File: src/rtl/slle_pkg.sv
// Shared types, codes and sizes for the static linked list engine.
package slle_pkg;

   localparam int DEPTH      = 256;
   localparam int DATA_WIDTH = 32;
   localparam int IDX_W      = $clog2(DEPTH);
   localparam int POS_W      = 8;
   localparam int VALUE_W    = 32;
   localparam int LEN_W      = 8;
   localparam int STATUS_W   = 2;
   localparam int CMP_W      = ((IDX_W > POS_W) ? IDX_W : POS_W) + 1;

   localparam logic [IDX_W-1:0] FREE_SLOT = '0;
   localparam logic [IDX_W-1:0] HEAD_SLOT = IDX_W'(DEPTH - 1);
   localparam logic [IDX_W-1:0] COUNT_MAX = IDX_W'(DEPTH - 2);

   localparam logic CMD_INSERT = 1'b0;
   localparam logic CMD_DELETE = 1'b1;

   localparam logic [STATUS_W-1:0] STATUS_OK      = 2'd0;
   localparam logic [STATUS_W-1:0] STATUS_BAD_POS = 2'd1;
   localparam logic [STATUS_W-1:0] STATUS_FULL    = 2'd2;

   typedef struct packed {
      logic               cmd;
      logic [POS_W-1:0]   position;
      logic [VALUE_W-1:0] value;
   } req_type;

   typedef struct packed {
      logic [STATUS_W-1:0] status;
      logic [LEN_W-1:0]    length;
   } rsp_type;

   typedef struct packed {
      logic                  en;
      logic [IDX_W-1:0]      addr;
      logic [DATA_WIDTH-1:0] data;
   } store_wr_type;

   typedef enum logic [3:0] {
      ST_CLEAR,
      ST_IDLE,
      ST_CHECK,
      ST_INS_FREE,
      ST_INS_POP,
      ST_WALK,
      ST_INS_LINK,
      ST_DEL_UNLINK,
      ST_DEL_FREE,
      ST_DEL_PUSH,
      ST_FINISH
   } state_type;

endpackage

File: src/rtl/static_linked_list_engine.sv
// Top level of the static linked list engine: sequencer, element store, result register.
//
// Ordered list kept in a cursor array of DEPTH slots. A request on req_ asks to
// insert req_data.value before 1-based req_data.position (cmd 0) or to delete the
// element at that position (cmd 1). Each request gives exactly one result on rsp_:
// a status (ok, bad position, no free slot) and the list length afterwards.
// A request is taken when req_valid is high and req_stall is low; likewise rsp_.
// One request is worked at a time; req_stall stays high until its result has
// been moved to the output register. Each request first checks its position.
// An insert then pops a slot off the free list, walks to the predecessor and
// links the new slot in; a delete walks to the predecessor, unlinks the element
// and pushes its slot back on the free list. A bad position or a full store
// ends the request early. The walk follows the links one position at a time
// through the registered read port of the link RAM; the longest is position 254.
// After reset the link RAM is rebuilt by a clearing pass over all DEPTH slots
// (256 here), during which no request is taken. While the receiver stalls the
// result waits in the output register; one further request may be accepted and
// worked, and its result is held until the register frees.
module static_linked_list_engine (
   input  logic              clock,
   input  logic              reset,
   input  logic              req_valid,
   output logic              req_stall,
   input  slle_pkg::req_type req_data,
   output logic              rsp_valid,
   input  logic              rsp_stall,
   output slle_pkg::rsp_type rsp_data
);
   import slle_pkg::*;

   logic         rsp_valid_ff, rsp_valid_in;
   rsp_type      rsp_data_ff;
   logic         out_free;
   logic         result_load;
   rsp_type      result;
   store_wr_type store_wr;

   logic [DATA_WIDTH-1:0] element_store_ff [DEPTH];

   slle_ctrl u_ctrl (
      .clock       (clock),
      .reset       (reset),
      .req_valid   (req_valid),
      .req_data    (req_data),
      .req_stall   (req_stall),
      .out_free    (out_free),
      .result_load (result_load),
      .result      (result),
      .store_wr    (store_wr)
   );

   always_ff @(posedge clock) begin
      if (store_wr.en) begin
         element_store_ff[store_wr.addr] <= store_wr.data;
      end
   end

   assign out_free = !rsp_valid_ff || !rsp_stall;

   always_comb begin
      rsp_valid_in = rsp_valid_ff;
      if (result_load) begin
         rsp_valid_in = 1'b1;
      end else if (!rsp_stall) begin
         rsp_valid_in = 1'b0;
      end
   end

   always_ff @(posedge clock) begin
      if (reset) begin
         rsp_valid_ff <= 1'b0;
      end else begin
         rsp_valid_ff <= rsp_valid_in;
      end
   end

   always_ff @(posedge clock) begin
      if (result_load) begin
         rsp_data_ff <= result;
      end
   end

   assign rsp_valid = rsp_valid_ff;
   assign rsp_data  = rsp_data_ff;

endmodule

File: src/rtl/slle_ram.sv
// Simple dual-port RAM: one write port, one registered read port.
module slle_ram #(
   parameter int ADDR_W = 8,
   parameter int DATA_W = 8
) (
   input  logic              clock,
   input  logic              wr_en,
   input  logic [ADDR_W-1:0] wr_addr,
   input  logic [DATA_W-1:0] wr_data,
   input  logic              rd_en,
   input  logic [ADDR_W-1:0] rd_addr,
   output logic [DATA_W-1:0] rd_data
);
   localparam int WORDS = 1 << ADDR_W;

   logic [DATA_W-1:0] mem_ff [WORDS];
   logic [DATA_W-1:0] rd_data_ff;

   always_ff @(posedge clock) begin
      if (wr_en) begin
         mem_ff[wr_addr] <= wr_data;
      end
   end

   always_ff @(posedge clock) begin
      if (rd_en) begin
         rd_data_ff <= mem_ff[rd_addr];
      end
   end

   assign rd_data = rd_data_ff;

endmodule

File: src/rtl/slle_ctrl.sv
// Sequencer that walks and relinks the cursor array through one link RAM port pair.
module slle_ctrl (
   input  logic                  clock,
   input  logic                  reset,
   input  logic                  req_valid,
   input  slle_pkg::req_type     req_data,
   output logic                  req_stall,
   input  logic                  out_free,
   output logic                  result_load,
   output slle_pkg::rsp_type     result,
   output slle_pkg::store_wr_type store_wr
);
   import slle_pkg::*;

   state_type state_ff, state_in;

   logic                  cmd_ff, cmd_in;
   logic [POS_W-1:0]      pos_ff, pos_in;
   logic [VALUE_W-1:0]    value_ff, value_in;
   logic [IDX_W-1:0]      count_ff, count_in;
   logic [IDX_W-1:0]      addr_ff, addr_in;
   logic [POS_W-1:0]      rem_ff, rem_in;
   logic [IDX_W-1:0]      slot_ff, slot_in;
   logic [IDX_W-1:0]      pred_ff, pred_in;
   logic [IDX_W-1:0]      victim_ff, victim_in;
   logic [STATUS_W-1:0]   status_ff, status_in;

   logic                  wr_en;
   logic [IDX_W-1:0]      wr_addr;
   logic [IDX_W-1:0]      wr_data;
   logic                  rd_en;
   logic [IDX_W-1:0]      rd_addr;
   logic [IDX_W-1:0]      rd_data;

   logic [CMP_W-1:0]      pos_limit;
   logic                  bad_pos;
   logic                  walk_done;
   logic                  clear_last;
   logic [IDX_W-1:0]      init_link;

   slle_ram #(
      .ADDR_W (IDX_W),
      .DATA_W (IDX_W)
   ) u_links (
      .clock   (clock),
      .wr_en   (wr_en),
      .wr_addr (wr_addr),
      .wr_data (wr_data),
      .rd_en   (rd_en),
      .rd_addr (rd_addr),
      .rd_data (rd_data)
   );

   // insert may target one past the tail, delete only an existing element
   assign pos_limit  = CMP_W'(count_ff) + ((cmd_ff == CMD_INSERT) ? CMP_W'(1) : CMP_W'(0));
   assign bad_pos    = (pos_ff == '0) || (CMP_W'(pos_ff) > pos_limit);
   assign walk_done  = (rem_ff == '0);
   assign clear_last = (addr_ff == HEAD_SLOT);
   assign init_link  = (addr_ff < COUNT_MAX) ? addr_ff + 1'b1 : '0;

   always_comb begin
      state_in = state_ff;
      unique case (state_ff)
         ST_CLEAR:      state_in = clear_last ? ST_IDLE : ST_CLEAR;
         ST_IDLE:       state_in = req_valid ? ST_CHECK : ST_IDLE;
         ST_CHECK: begin
            if (bad_pos) begin
               state_in = ST_FINISH;
            end else if (cmd_ff == CMD_INSERT) begin
               state_in = ST_INS_FREE;
            end else begin
               state_in = ST_WALK;
            end
         end
         ST_INS_FREE:   state_in = (rd_data == FREE_SLOT) ? ST_FINISH : ST_INS_POP;
         ST_INS_POP:    state_in = ST_WALK;
         ST_WALK: begin
            if (walk_done) begin
               state_in = (cmd_ff == CMD_INSERT) ? ST_INS_LINK : ST_DEL_UNLINK;
            end
         end
         ST_INS_LINK:   state_in = ST_FINISH;
         ST_DEL_UNLINK: state_in = ST_DEL_FREE;
         ST_DEL_FREE:   state_in = ST_DEL_PUSH;
         ST_DEL_PUSH:   state_in = ST_FINISH;
         ST_FINISH:     state_in = out_free ? ST_IDLE : ST_FINISH;
         default:       state_in = ST_CLEAR;
      endcase
   end

   always_comb begin
      cmd_in        = cmd_ff;
      pos_in        = pos_ff;
      value_in      = value_ff;
      count_in      = count_ff;
      addr_in       = addr_ff;
      rem_in        = rem_ff;
      slot_in       = slot_ff;
      pred_in       = pred_ff;
      victim_in     = victim_ff;
      status_in     = status_ff;
      wr_en         = 1'b0;
      wr_addr       = addr_ff;
      wr_data       = rd_data;
      rd_en         = 1'b0;
      rd_addr       = HEAD_SLOT;
      req_stall     = 1'b1;
      result_load   = 1'b0;
      store_wr.en   = 1'b0;
      store_wr.addr = slot_ff;
      store_wr.data = DATA_WIDTH'(value_ff);
      unique case (state_ff)
         ST_CLEAR: begin
            wr_en   = 1'b1;
            wr_addr = addr_ff;
            wr_data = init_link;
            addr_in = addr_ff + 1'b1;
         end
         ST_IDLE: begin
            req_stall = 1'b0;
            if (req_valid) begin
               cmd_in   = req_data.cmd;
               pos_in   = req_data.position;
               value_in = req_data.value;
            end
         end
         ST_CHECK: begin
            status_in = STATUS_OK;
            if (bad_pos) begin
               status_in = STATUS_BAD_POS;
            end else if (cmd_ff == CMD_INSERT) begin
               rd_en   = 1'b1;
               rd_addr = FREE_SLOT;
            end else begin
               rd_en   = 1'b1;
               rd_addr = HEAD_SLOT;
               addr_in = HEAD_SLOT;
               rem_in  = pos_ff - 1'b1;
            end
         end
         ST_INS_FREE: begin
            if (rd_data == FREE_SLOT) begin
               status_in = STATUS_FULL;
            end else begin
               slot_in = rd_data;
               rd_en   = 1'b1;
               rd_addr = rd_data;
            end
         end
         ST_INS_POP: begin
            // advance the free head, park the value, start the walk
            wr_en       = 1'b1;
            wr_addr     = FREE_SLOT;
            wr_data     = rd_data;
            store_wr.en = 1'b1;
            rd_en       = 1'b1;
            rd_addr     = HEAD_SLOT;
            addr_in     = HEAD_SLOT;
            rem_in      = pos_ff - 1'b1;
         end
         ST_WALK: begin
            if (walk_done) begin
               pred_in = addr_ff;
               if (cmd_ff == CMD_INSERT) begin
                  wr_en   = 1'b1;
                  wr_addr = slot_ff;
                  wr_data = rd_data;
               end else begin
                  victim_in = rd_data;
                  rd_en     = 1'b1;
                  rd_addr   = rd_data;
               end
            end else begin
               rd_en   = 1'b1;
               rd_addr = rd_data;
               addr_in = rd_data;
               rem_in  = rem_ff - 1'b1;
            end
         end
         ST_INS_LINK: begin
            wr_en    = 1'b1;
            wr_addr  = pred_ff;
            wr_data  = slot_ff;
            count_in = count_ff + 1'b1;
         end
         ST_DEL_UNLINK: begin
            wr_en   = 1'b1;
            wr_addr = pred_ff;
            wr_data = rd_data;
            rd_en   = 1'b1;
            rd_addr = FREE_SLOT;
         end
         ST_DEL_FREE: begin
            wr_en   = 1'b1;
            wr_addr = victim_ff;
            wr_data = rd_data;
         end
         ST_DEL_PUSH: begin
            wr_en    = 1'b1;
            wr_addr  = FREE_SLOT;
            wr_data  = victim_ff;
            count_in = count_ff - 1'b1;
         end
         ST_FINISH: begin
            result_load = out_free;
         end
         default: begin
            addr_in = '0;
         end
      endcase
   end

   assign result.status = status_ff;
   assign result.length = LEN_W'(count_ff);

   always_ff @(posedge clock) begin
      if (reset) begin
         state_ff <= ST_CLEAR;
         count_ff <= '0;
         addr_ff  <= '0;
      end else begin
         state_ff <= state_in;
         count_ff <= count_in;
         addr_ff  <= addr_in;
      end
   end

   always_ff @(posedge clock) begin
      cmd_ff    <= cmd_in;
      pos_ff    <= pos_in;
      value_ff  <= value_in;
      rem_ff    <= rem_in;
      slot_ff   <= slot_in;
      pred_ff   <= pred_in;
      victim_ff <= victim_in;
      status_ff <= status_in;
   end

   a_no_rw_collision: assert property (@(posedge clock) disable iff (reset)
      (wr_en && rd_en) |-> (wr_addr != rd_addr))
      else $error("link RAM read and write hit the same slot");

   a_count_bound: assert property (@(posedge clock) disable iff (reset)
      count_ff <= COUNT_MAX)
      else $error("list length exceeds usable slots");

   a_insert_counts: assert property (@(posedge clock) disable iff (reset)
      (state_ff == ST_INS_LINK) |=> (count_ff == $past(count_ff) + 1'b1))
      else $error("insert did not bump the length");

   a_victim_valid: assert property (@(posedge clock) disable iff (reset)
      ((state_ff == ST_WALK) && walk_done && (cmd_ff == CMD_DELETE))
      |-> (rd_data != FREE_SLOT))
      else $error("delete walk ended on a null link");

endmodule
File: config.mk
export PLATFORM = sky130hd
export DESIGN_NAME = static_linked_list_engine
export DESIGN_NICKNAME = d
export VERILOG_FILES = /design/src/rtl/slle_pkg.sv /design/src/rtl/static_linked_list_engine.sv /design/src/rtl/slle_ram.sv /design/src/rtl/slle_ctrl.sv
export SDC_FILE = /design/constraint.sdc
export NUM_CORES = 2
export LEC_CHECK = 0
export BUFFER_PORTS_ARGS = -buffer_cell sky130_fd_sc_hd__buf_2
export CAP_MARGIN = 30
export CELL_PAD_IN_SITES_DETAIL_PLACEMENT = 1
export CELL_PAD_IN_SITES_GLOBAL_PLACEMENT = 2
export CORE_MARGIN = 2
export CORE_UTILIZATION = 30
export DETAILED_ROUTE_END_ITERATION = 12
export GPL_ROUTABILITY_DRIVEN = 0
export PLACE_DENSITY = 0.55
export SKIP_CTS_REPAIR_TIMING = 1
export SYNTH_ARGS = -nofsm -noshare
export SYNTH_HDL_FRONTEND = slang
export SYNTH_SLANG_ARGS = --single-unit
File: constraint.sdc
create_clock -name clock -period 19.07 [get_ports clock]
set_input_delay 0 -clock clock [delete_from_list [all_inputs] [get_ports clock]]
set_output_delay 0 -clock clock [all_outputs]
set_load 0.1 [all_outputs]
==> impl_metrics.tcl <==
set metrics [dict create \
    skew_ns 0.09813 \
    cpMaxStageDelayCell "a211oi_1" \
    fmax_mhz 114.4 \
    track_usage_pct 22.12 \
    numPortBuffers 24 \
    synthCells 6085 \
    synth_top_flop_cell "edfxtp_1" \
    vias 55450 \
    grt_max_degree 193 \
    row_count 195 \
    core_area_um2 282800 \
    cts_buffer_depth 4 \
    final_common_cell "edfxtp_1" \
    power_density_nw_per_um2 100.3 \
    largest_reg_flops 2048 \
    crit_arrival_ns 9.50 \
    yosys_warnings 0 \
    start_util_pct 30.19 \
    root_buffer "clkbuf_16" \
    startpoint_type "flop" \
    pin_count 57 \
    finalHoldViolCount 0 \
    cap_viol_max_count 0 \
    crit_required_ns 19.82 \
    synth_nets 6149 \
    end_kind "flop" \
    irDropWorstVdd_mv 0.07676 \
    clkSinkCount 2130 \
    die_x_um 537.5 \
    hold_path_class "in -> reg" \
    synth.distinct_cells 79 \
    whs_endpoint "u_ctrl.state_ff[0]" \
    crit_buf_inv 5 \
    status "complete, no violations" \
    critPathMaxFanout 52 \
    worst-r2r-setup-slack_ns 10.32 \
    clock_latency_ns 0.95 \
    drcViolationCount 0 \
    drtIter0Drc 5444 \
    netlist_area_um2 85370 \
    wl_per_cell_um 31.93 \
    critPathMostFrequentCell "buf_4" \
    slew_headroom_pct 19.87 \
    drt_first_pass_iters 6 \
    layout.nets 6311 \
    finalCritPeriodShare_pct 45.86 \
    r2r-end "u_ctrl.u_links.rd_data[1]" \
    ys_ff_latch 2130 \
    final_core_util_pct 35.09 \
    routed_via_density 5.443 \
    htreeDepth 4 \
    async_reset_ff_share_pct 0 \
    finalSetupViolations 0 \
    synth-edff-count 2109 \
    synthToLayoutAreaGrowth_pct 16.24 \
    grt_pass1_wl_um 454300 \
    maxSlewViolCount 0 \
    final_cell_mix "2109 x edfxtp_1, 1023 x nand2_1, 399 x nor2_1" \
    nFillCells 29080 \
    crit_start "u_ctrl.cmd_ff" \
    p_leak_uw 0.03174 \
    clkTransAtPathRegs_ns 0.06 \
    max_stage_delay_ns 0.95 \
    worstMarginPinSlew_ns 1.202 \
    worstPathCellList "inv_1, ha_1, ha_1, nand3_1, nor2_1, xnor2_1, ha_1, a21o_1, a2111o_1, a211oi_4, buf_4, buf_4, buf_4, buf_4, o22ai_1, a221oi_1, o21ai_0, a211oi_1, o311ai_1, o311ai_1" \
    grt_pass1_vias 55950 \
    dp_hpwl_um 203400 \
    min_path_cells 5 \
    rsz0062_at_grt "false" \
    yosysSeqAreaShare_pct 74.67 \
    cpLargestDelayFamily "compound AO/OA/AOI/OAI gates" \
    die_y_um 537.5 \
    antenna_left 0 \
    syn_area_per_cell_um2 14.03 \
    worst-setup-path-type "reg -> reg" \
    layout-drive-gt1-share_pct 11.28 \
    hp-start "req_valid" \
    tns_ns 0 \
    dieArea_um2 288900 \
    timing.rr.start "u_ctrl.cmd_ff" \
    cts_made_buffers 236 \
    period_minus_slack_ns 8.745 \
    max_flop_register "u_ctrl.u_links.mem_ff" \
    grt_overflow 0 \
    antenna_found_initial 23 \
    rr_worst_depth 20 \
    cts_tree "built" \
    drt-total-wl_um 325300 \
]
-- per-layer routing --
metal / vias to the layer above / wire length [um] / global-route usage (%)
li1: 23900 / - / -
met5: - / 19 / 0
met1: 29640 / 149000 / 31.57
met4: 2 / 7350 / 4.752
met3: 357 / 17480 / 2.986
met2: 1564 / 151500 / 35.82
-- per-stage QoR --
stage               total power, uW  hold WS [ns]  instance area (um2)  cells  setup slack, ns
floorplan                      5325       0.09887                85370   6085            8.921
global placement               5375        0.1796                90180   9620            10.43
detailed placement             5385        0.1784                91010   9704            10.35
CTS                           10030       -0.8202                98730  10130            10.29
global route                  10210       0.07506                99220  10180            9.901
finish                         9952       0.06074                99230  10190            10.32
-- cell families after synthesis --
| logic type | after synthesis | share of synthesized area [%] |
|---|---|---|
| compound gates | 1294 | 10.17 |
| xor+xnor | 26 | 0.2667 |
| fa+ha+maj | 19 | 0.2873 |
| buf+inv | 420 | 2.223 |
| flops | 2130 | 74.67 |
| mux | 193 | 2.384 |
| simple gates | 2003 | 10.00 |
-- worst min-delay path, delay by kind of cell --
| family | cells | cell delay (ns) |
|---|---|---|
| buf+inv | 2 | 0.64 |
| simple gates | 2 | 0.20 |
| compound gates | 1 | 0.10 |
-- synth_stat cells (12+ instances only) --
master	n	area, um2
mux2i_1	173	1732
a221o_1	13	130.1
a22oi_1	30	225.2
a211oi_1	73	548.0
a31oi_1	84	525.5
edfxtp_1	2109	63330
mux2_2	13	146.4
ha_1	18	225.2
a311oi_1	18	157.7
nand4_1	20	125.1
and3_1	63	394.1
nand3_1	319	1597
nor4_1	41	256.5
o221ai_1	156	1366
nor2b_1	12	75.07
a21oi_1	313	1567
nand2_1	1025	3847
o211ai_1	67	503.0
clkbuf_1	153	574.3
buf_1	42	157.7
o21ai_0	191	955.9
nor2_1	407	1528
a2111oi_0	22	192.7
xnor2_1	13	113.9
xor2_1	13	113.9
a221oi_1	53	464.2
inv_1	13	48.80
dfxtp_1	21	420.4
o22ai_1	167	1045
nor3_1	71	355.3
buf_2	197	986.0
-- report_power, final --
| group | switching, uW | internal [uW] |
|---|---|---|
| Sequential | 3.08 | 5150 |
| Combinational | 117 | 20.3 |
| Clock | 1970 | 2690 |
| Total | 2090 | 7860 |
-- cell type report --
cell class / count / area [um2] / share of cell area [%]
Antenna cell: 7 / 17.52 / 0.01765
Tap cell: 3743 / 4683 / 4.719
Multi-Input combinational cell: 3535 / 20120 / 20.27
Clock buffer: 278 / 6085 / 6.132
Sequential cell: 2130 / 63750 / 64.24
Inverter: 13 / 48.80 / 0.04917
Clock inverter: 152 / 1630 / 1.643
Timing Repair Buffer: 331 / 2902 / 2.924
-- worst max path at each step --
stage                                        endpoint  slack, ns  cells past startpoint
after floorplan           u_ctrl.u_links.mem_ff[0][4]       8.92                      8
after global placement      u_ctrl.u_links.rd_data[1]      10.43                     20
after detailed placement    u_ctrl.u_links.rd_data[1]      10.35                     20
after CTS                   u_ctrl.u_links.rd_data[1]      10.29                     20
after global routing        u_ctrl.u_links.rd_data[1]       9.90                     21
final                       u_ctrl.u_links.rd_data[1]      10.32                     20
(Power assumes the default switching activity.)
